## src/rtl/lcd_init_pkg.sv

```systemverilog
// Package: types and constants for the display init table player.
`default_nettype none
package lcd_init_pkg;

  localparam int unsigned ByteW     = 8;
  localparam int unsigned DelayW    = 16;
  localparam int unsigned CmdCntW   = 8;
  localparam int unsigned ArgCntW   = 7;
  localparam int unsigned KindW     = 2;
  localparam int unsigned OutDataW  = 32;
  localparam int unsigned QueueAw   = 2;
  localparam int unsigned QueueCntW = QueueAw + 1;

  localparam logic [ByteW-1:0]  LongCode     = 8'd255;
  localparam logic [DelayW-1:0] LongDelayRst = 16'd500;

  typedef enum logic [KindW-1:0] {
    KIND_CMD     = 2'd0,
    KIND_DATA    = 2'd1,
    KIND_RELEASE = 2'd2,
    KIND_DELAY   = 2'd3
  } kind_e;

  typedef enum logic [2:0] {
    PH_COUNT  = 3'd0,
    PH_OPCODE = 3'd1,
    PH_ARGC   = 3'd2,
    PH_ARG    = 3'd3,
    PH_DELAY  = 3'd4,
    PH_IDLE   = 3'd5
  } phase_e;

  typedef struct packed {
    logic              last;
    logic              done;
    logic [DelayW-1:0] delay_ms;
    logic [ByteW-1:0]  byte_value;
    kind_e             kind;
  } result_t;

endpackage
`default_nettype wire

```

## src/rtl/lcd_init_command_list_player_top.sv

```systemverilog
// Top level: display initialisation table player with a small result queue.
//
// Usage:
//   s_axis: one table byte per request; tdata = list_byte, tuser = list_start
//   (set on the command count that opens a new list).
//   m_axis: result requests; tdata = {pad, delay_ms, byte_value, kind},
//   tuser = list_done, tlast = last result caused by the input byte.
//   cfg: write of long_delay_ms, always ready, used for delay code 255.
// Results are registered: each is written into the result queue when its byte is accepted.
// Throughput: one byte per cycle while s_axis_tready is high; a byte gives
// zero, one or two results and the output side drains one result per cycle.
// A four-entry result queue sits between the sides; s_axis_tready is high
// while at least two entries are free.
// Reset: queue empty, block waits for a command count, long delay is 500.
// Stall: when m_axis_tready is low the head result holds and input stops
// once the queue can no longer take two results.
`default_nettype none
module lcd_init_command_list_player_top
  import lcd_init_pkg::*;
(
  input  wire logic                clk_i,
  input  wire logic                rst_ni,
  input  wire logic                s_axis_tvalid,
  output logic                     s_axis_tready,
  input  wire logic [ByteW-1:0]    s_axis_tdata,   // [7:0] list_byte
  input  wire logic                s_axis_tuser,   // [0] list_start
  output logic                     m_axis_tvalid,
  input  wire logic                m_axis_tready,
  output logic [OutDataW-1:0]      m_axis_tdata,   // [1:0] kind, [9:2] byte_value,
                                                   // [25:10] delay_ms, rest zero
  output logic                     m_axis_tuser,   // [0] list_done
  output logic                     m_axis_tlast,   // last_of_run
  input  wire logic                cfg_valid_i,
  output logic                     cfg_ready_o,
  input  wire logic [DelayW-1:0]   cfg_data_i
);

  localparam int unsigned Depth = 2 ** QueueAw;

  logic [DelayW-1:0]  long_delay_q;
  phase_e             phase_q, phase_d;
  logic [CmdCntW-1:0] cmds_q, cmds_d;
  logic [ArgCntW-1:0] args_q, args_d;
  logic               dly_q, dly_d;

  result_t            queue_q [Depth];
  logic [QueueAw-1:0] wr_q, rd_q;
  logic [QueueCntW-1:0] cnt_q;

  result_t            r0, r1;
  logic [1:0]         n_res;
  logic               s_fire, m_fire;
  phase_e             ph;
  logic [CmdCntW-1:0] cmds_dec;
  logic [ArgCntW-1:0] args_dec;
  logic               rel_dly;
  logic [DelayW-1:0]  ms;

  assign cfg_ready_o   = 1'b1;
  assign s_axis_tready = (cnt_q <= QueueCntW'(Depth - 2));
  assign s_fire        = s_axis_tvalid & s_axis_tready;
  assign m_axis_tvalid = (cnt_q != '0);
  assign m_fire        = m_axis_tvalid & m_axis_tready;

  always_comb begin
    ph       = s_axis_tuser ? PH_COUNT : phase_q;
    phase_d  = phase_q;
    cmds_d   = cmds_q;
    args_d   = args_q;
    dly_d    = dly_q;
    r0       = '0;
    r1       = '0;
    n_res    = 2'd0;
    cmds_dec = cmds_q - CmdCntW'(1);
    args_dec = args_q - ArgCntW'(1);
    rel_dly  = dly_q;
    ms       = (s_axis_tdata == LongCode) ? long_delay_q : DelayW'(s_axis_tdata);
    case (ph)
      PH_COUNT: begin
        cmds_d  = s_axis_tdata;
        args_d  = '0;
        dly_d   = 1'b0;
        phase_d = (s_axis_tdata == '0) ? PH_IDLE : PH_OPCODE;
      end
      PH_OPCODE: begin
        r0.kind       = KIND_CMD;
        r0.byte_value = s_axis_tdata;
        n_res         = 2'd1;
        phase_d       = PH_ARGC;
      end
      PH_ARGC: begin
        args_d  = s_axis_tdata[ArgCntW-1:0];
        dly_d   = s_axis_tdata[ByteW-1];
        rel_dly = s_axis_tdata[ByteW-1];
        if (s_axis_tdata[ArgCntW-1:0] != '0) begin
          phase_d = PH_ARG;
        end else begin
          r0.kind = KIND_RELEASE;
          n_res   = 2'd1;
          if (rel_dly) begin
            phase_d = PH_DELAY;
          end else begin
            cmds_d  = cmds_dec;
            r0.done = (cmds_dec == '0);
            phase_d = (cmds_dec == '0) ? PH_IDLE : PH_OPCODE;
          end
        end
      end
      PH_ARG: begin
        r0.kind       = KIND_DATA;
        r0.byte_value = s_axis_tdata;
        n_res         = 2'd1;
        args_d        = args_dec;
        if (args_dec == '0) begin
          r1.kind = KIND_RELEASE;
          n_res   = 2'd2;
          if (rel_dly) begin
            phase_d = PH_DELAY;
          end else begin
            cmds_d  = cmds_dec;
            r1.done = (cmds_dec == '0);
            phase_d = (cmds_dec == '0) ? PH_IDLE : PH_OPCODE;
          end
        end
      end
      PH_DELAY: begin
        r0.kind     = KIND_DELAY;
        r0.delay_ms = ms;
        n_res       = 2'd1;
        cmds_d      = cmds_dec;
        r0.done     = (cmds_dec == '0);
        phase_d     = (cmds_dec == '0) ? PH_IDLE : PH_OPCODE;
      end
      default: begin
        phase_d = PH_IDLE;
      end
    endcase
    r0.last = (n_res == 2'd1);
    r1.last = 1'b1;
  end

  always_ff @(posedge clk_i or negedge rst_ni) begin
    if (!rst_ni) begin
      long_delay_q <= LongDelayRst;
      phase_q      <= PH_COUNT;
      cmds_q       <= '0;
      args_q       <= '0;
      dly_q        <= 1'b0;
      wr_q         <= '0;
      rd_q         <= '0;
      cnt_q        <= '0;
    end else begin
      if (cfg_valid_i) begin
        long_delay_q <= cfg_data_i;
      end
      if (s_fire) begin
        phase_q <= phase_d;
        cmds_q  <= cmds_d;
        args_q  <= args_d;
        dly_q   <= dly_d;
        wr_q    <= wr_q + QueueAw'(n_res);
      end
      if (m_fire) begin
        rd_q <= rd_q + QueueAw'(1);
      end
      cnt_q <= cnt_q + (s_fire ? QueueCntW'(n_res) : '0) - QueueCntW'(m_fire);
    end
  end

  always_ff @(posedge clk_i) begin
    if (s_fire && n_res != 2'd0) begin
      queue_q[wr_q] <= r0;
    end
    if (s_fire && n_res == 2'd2) begin
      queue_q[wr_q + QueueAw'(1)] <= r1;
    end
  end

  assign m_axis_tdata = {{(OutDataW - DelayW - ByteW - KindW){1'b0}},
                         queue_q[rd_q].delay_ms, queue_q[rd_q].byte_value,
                         queue_q[rd_q].kind};
  assign m_axis_tuser = queue_q[rd_q].done;
  assign m_axis_tlast = queue_q[rd_q].last;

endmodule
`default_nettype wire

```

## config.mk

```make
export PLATFORM = sky130hd
export DESIGN_NAME = lcd_init_command_list_player_top
export DESIGN_NICKNAME = d
export VERILOG_FILES = /design/src/rtl/lcd_init_pkg.sv /design/src/rtl/lcd_init_command_list_player_top.sv
export SDC_FILE = /design/constraint.sdc
export NUM_CORES = 1
export LEC_CHECK = 0
export BUFFER_PORTS_ARGS = -buffer_cell sky130_fd_sc_hd__buf_2
export CORE_ASPECT_RATIO = 0.5
export CORE_UTILIZATION = 29
export DETAILED_ROUTE_END_ITERATION = 8
export GPL_ROUTABILITY_DRIVEN = 0
export PLACE_DENSITY = 0.51
export SETUP_SLACK_MARGIN = 0.1
export SLEW_MARGIN = 10
export SYNTH_ARGS = -nofsm -noshare
export SYNTH_HDL_FRONTEND = slang
export SYNTH_SLANG_ARGS = --single-unit
```

## constraint.sdc

```tcl
create_clock -name clk_i -period 4.5 [get_ports clk_i]
set_input_delay 0.45 -clock clk_i [delete_from_list [all_inputs] [get_ports clk_i]]
set_output_delay 0.45 -clock clk_i [all_outputs]
set_load 0.03 [all_outputs]
```

==> results.txt <==
----------------------------------------------------
[Floorplanning]
  Die Width ... 230.5 um
  Die ar. ... 26800 um2
  Area of the core ... 25390 um2
  Chip height ... 116.3 um
  Initial Utilization ... 29.82%
  Placement Rows ... 41
  I/O pin total ... 67

[Route]
  Via total after detailed routing ... 5939
  DR iter-0 viols ... 394
  Routed wire length ... 20170 um
  Routed wire per std cell ... 16.71 um
  DRT Pass-1 Iters ... 5
  Met3 Wirelength ... 706 um
  Remaining design rule violation count ... 0
  DRT met1 WL ... 9864 um
  Antenna Violating Nets Remaining ... 0
  Via/cell ratio ... 4.920
  Highest metal layer with signal wires ... met4
  Met2 layer wire length in the routed design ... 9290 um

[Cells and area]
  Most frequent standard cell in the layout excluding fill and tap cells ... sky130_fd_sc_hd__nor2_1
  Share of post-route cells with drive strength above 1 ... 20.63%
  Antenna Diode Count ... 0
  Post-synthesis to final-layout area growth ... 15.93%
  Most used cells in the layout excluding fill and tap cells ... 193 x sky130_fd_sc_hd__nor2_1, 104 x sky130_fd_sc_hd__dfxtp_1, 97 x sky130_fd_sc_hd__a21oi_1
  Finished layout cell area ... 8777 um2
  Final-stage net count ... 889

[Critical path]
  Critical path arrival ... 3710 ps
  Worst reg2reg path depth ... 12
  Critical Path RT ... 4800 ps
  Reg2reg end ... cnt_q[2]
  Setup slack of the most critical reg-to-reg path ... 1090 ps
  Startpoint type of the worst setup path ... flip-flop
  CP Class ... flip-flop to flip-flop
  Crit end category ... flip-flop
  FF-to-FF Start ... args_q[0]
  Largest fanout on the critical path ... 9

[Synthesis]
  Count of cell types in the netlist ... 68
  Proportion of synthesized area in mux cells ... 14.79%
  Share of the synthesized area in compound gates (AO/OA/AOI/OAI) ... 13.72%
  Xor and xnor fraction of the mapped netlist area ... 0.8098%
  Syn_area_per_cell ... 9.335 um2
  Seq/Total Area, Yosys ... 44.65%
  Main synth FF type ... sky130_fd_sc_hd__dfxtp_1
  Main combinational cell family by area after synthesis ... simple AND/OR/NAND/NOR gates
  Seq cells post-synth ... 154
  Cell type with the largest total area after synthesis ... sky130_fd_sc_hd__dfxtp_1
  Top post-synthesis cells by area ... sky130_fd_sc_hd__dfxtp_1 27%, sky130_fd_sc_hd__dfrtp_1 12%, sky130_fd_sc_hd__nor2_1 9.6%, sky130_fd_sc_hd__mux4_2 8.3%, sky130_fd_sc_hd__a21oi_1 6.4%
  Simple-gate portion of the synthesized area ... 19.30%
  Synthesized instance count ... 811
  Yosys warnings ... 0
  Area share of fa/ha/maj cells after synthesis ... 1.587%
  Portion of synthesized cell area occupied by the leading cell type ... 27.50%
  Proportion of register bits with asynchronous set or reset after synthesis ... 27.27%
  Number of enable flip-flop cells after synthesis ... 8
  Total standard cell area after synthesis ... 7571 um2

[Clock tree]
  Count of hold buffers inserted by post-cts repair ... 0
  Max Buffers Root-to-Sink ... 2
  TritonCTS buffer count ... 17
  Clock Sinks ... 154
  Htree depth ... 4
  Later-pin clock latency in the skew report ... 430 ps
  CTS Root Buffer Type ... sky130_fd_sc_hd__clkbuf_16
  Number of setup buffers added after CTS ... 0
  TritonCTS clock tree ... built
  Post-CTS Resized ... 0
  Reg clk slew, reported paths ... 70 ps

[STA]
  Max Clock Skew ... 13.90 ps
  Max_slew headroom ... 34.07%
  Setup repair after global routing missed its margin ... false
  Tightest Pin Transition ... 988.9 ps
  Final setup violating endpoints ... 0
  Number of max-slew violations in the final report ... 0
  Min cycle time layout ... 3407 ps
  Maximum frequency from static timing analysis ... 293.5 MHz
  Final sum of negative setup slack ... 0 ps
  Final period utilization ... 75.72%
  Final hold vios ... 0

[Global routing]
  Gr usage total ... 15.61%
  Number of antenna violations at the first check in global routing ... 0
  Vias in the first global route ... 5493
  Leftover overflow at the end of global routing ... 0
  Maximum number of pins on one net before global-route repair ... 45
  First-pass GRT wire length ... 31800 um

[Run status]
  Result of the run ... finished, final reports clean

[Power]
  Leakage ... 3.801 nW
  Pwr dens ... 578.0 nW/um2
  Max IR drop VDD ... 0.1963 mV

[Placement]
  Total of buffers placed on input and output ports ... 59
  Standard cell area after detailed placement ... 8123 um2
  Half-perimeter wire length after detailed placement ... 13540 um

[Job]
  Max Cap Violations ... 0

[Min path]
  Path type of the worst min-delay path ... input pin to async pin

----------------------------------------------------
[synth_stat cells (all sizes together) (15+ instances only)]
cell and n:
a21oi 98, dfrtp 36, nand3 19, mux2 15, o21ai 38, mux2i 32
mux4 28, clkbuf 25, buf 36, inv 16, nor2 193, nand2 37
dfxtp 104
[cell families after synthesis]
| group | Yosys count |
|---|---|
| and+or+nand+nor | 313 |
| AOI/OAI and AO/OA | 174 |
| buffers and inverters | 77 |
| DFF | 154 |
| muxes | 75 |
| other | 2 |
| xor gates and xnor gates | 7 |
| adders and majority gates | 9 |
[flip-flops by register name (all words and copies together) (netlist names)]
| name | count |
|---|---|
| dly_q | 1 |
| long_delay_q | 16 |
| queue_q | 112 |
| wr_q | 2 |
| cmds_q | 8 |
| phase_q | 3 |
| cnt_q | 3 |
| args_q | 7 |
| rd_q | 2 |
[how the worst max path moves through the flow]
stage                          startpoint  endpoint  slack [ps]  cells past startpoint
after floorplan           s_axis_tdata[3]  cnt_q[2]        1280                     10
after global placement    s_axis_tdata[3]  cnt_q[2]         910                     11
after detailed placement  s_axis_tdata[3]  cnt_q[2]         820                     11
after CTS                       args_q[0]  cnt_q[2]        1090                     12
after global routing            args_q[0]  cnt_q[2]         890                     12
final                           args_q[0]  cnt_q[2]        1090                     12
[metal layers]
layer  GRT usage (%)  up-vias
met3           3.516       19
met1           21.34     2926
met4           5.298        0
met2           24.48       94
li1                -     2900
met5               0        -
[layout make-up]
type,instances,area (um2)
Fill cell,2590,16620
Timing Repair Buffer,76,422.9
Multi-Input combinational cell,585,3827
Clock inverter,11,150.1
Inverter,16,60.06
Clock buffer,21,504.2
Tap cell,344,430.4
Sequential cell,154,3382
[power by group]
part           internal [mW]  switching (mW)  total (mW)  leakage, nW
Clock                  0.979           0.587        1.57        0.324
Combinational          0.626           0.882        1.51         2.07
Sequential              1.64           0.362        2.00         1.41
[critical path, stage by stage (launching register included)]
cell and delay (ps):
sky130_fd_sc_hd__dfrtp_1 450, sky130_fd_sc_hd__inv_1 90, sky130_fd_sc_hd__ha_1 310, sky130_fd_sc_hd__or4bb_1 200, sky130_fd_sc_hd__a21oi_1 100, sky130_fd_sc_hd__o211a_1 290, sky130_fd_sc_hd__a311o_1 440, sky130_fd_sc_hd__or3_1 380
sky130_fd_sc_hd__ha_1 280, sky130_fd_sc_hd__inv_1 40, sky130_fd_sc_hd__ha_1 180, sky130_fd_sc_hd__fa_1 400, sky130_fd_sc_hd__xnor2_1 140
[through the flow]
step	setup slack, ps	utilization, %	hold slack, ps	power (mW)	std cells
after floorplan	1281	-	154.4	3.118	816
after global placement	912.1	31.99	460.9	3.501	1175
after detailed placement	820.5	31.99	471.0	3.540	1175
after CTS	1094	34.57	133.4	5.122	1207
after global routing	888.2	34.57	133.6	5.393	1207
final	1093	34.57	96.95	5.074	1207
Note: power is estimated with default switching activity, not from simulation.
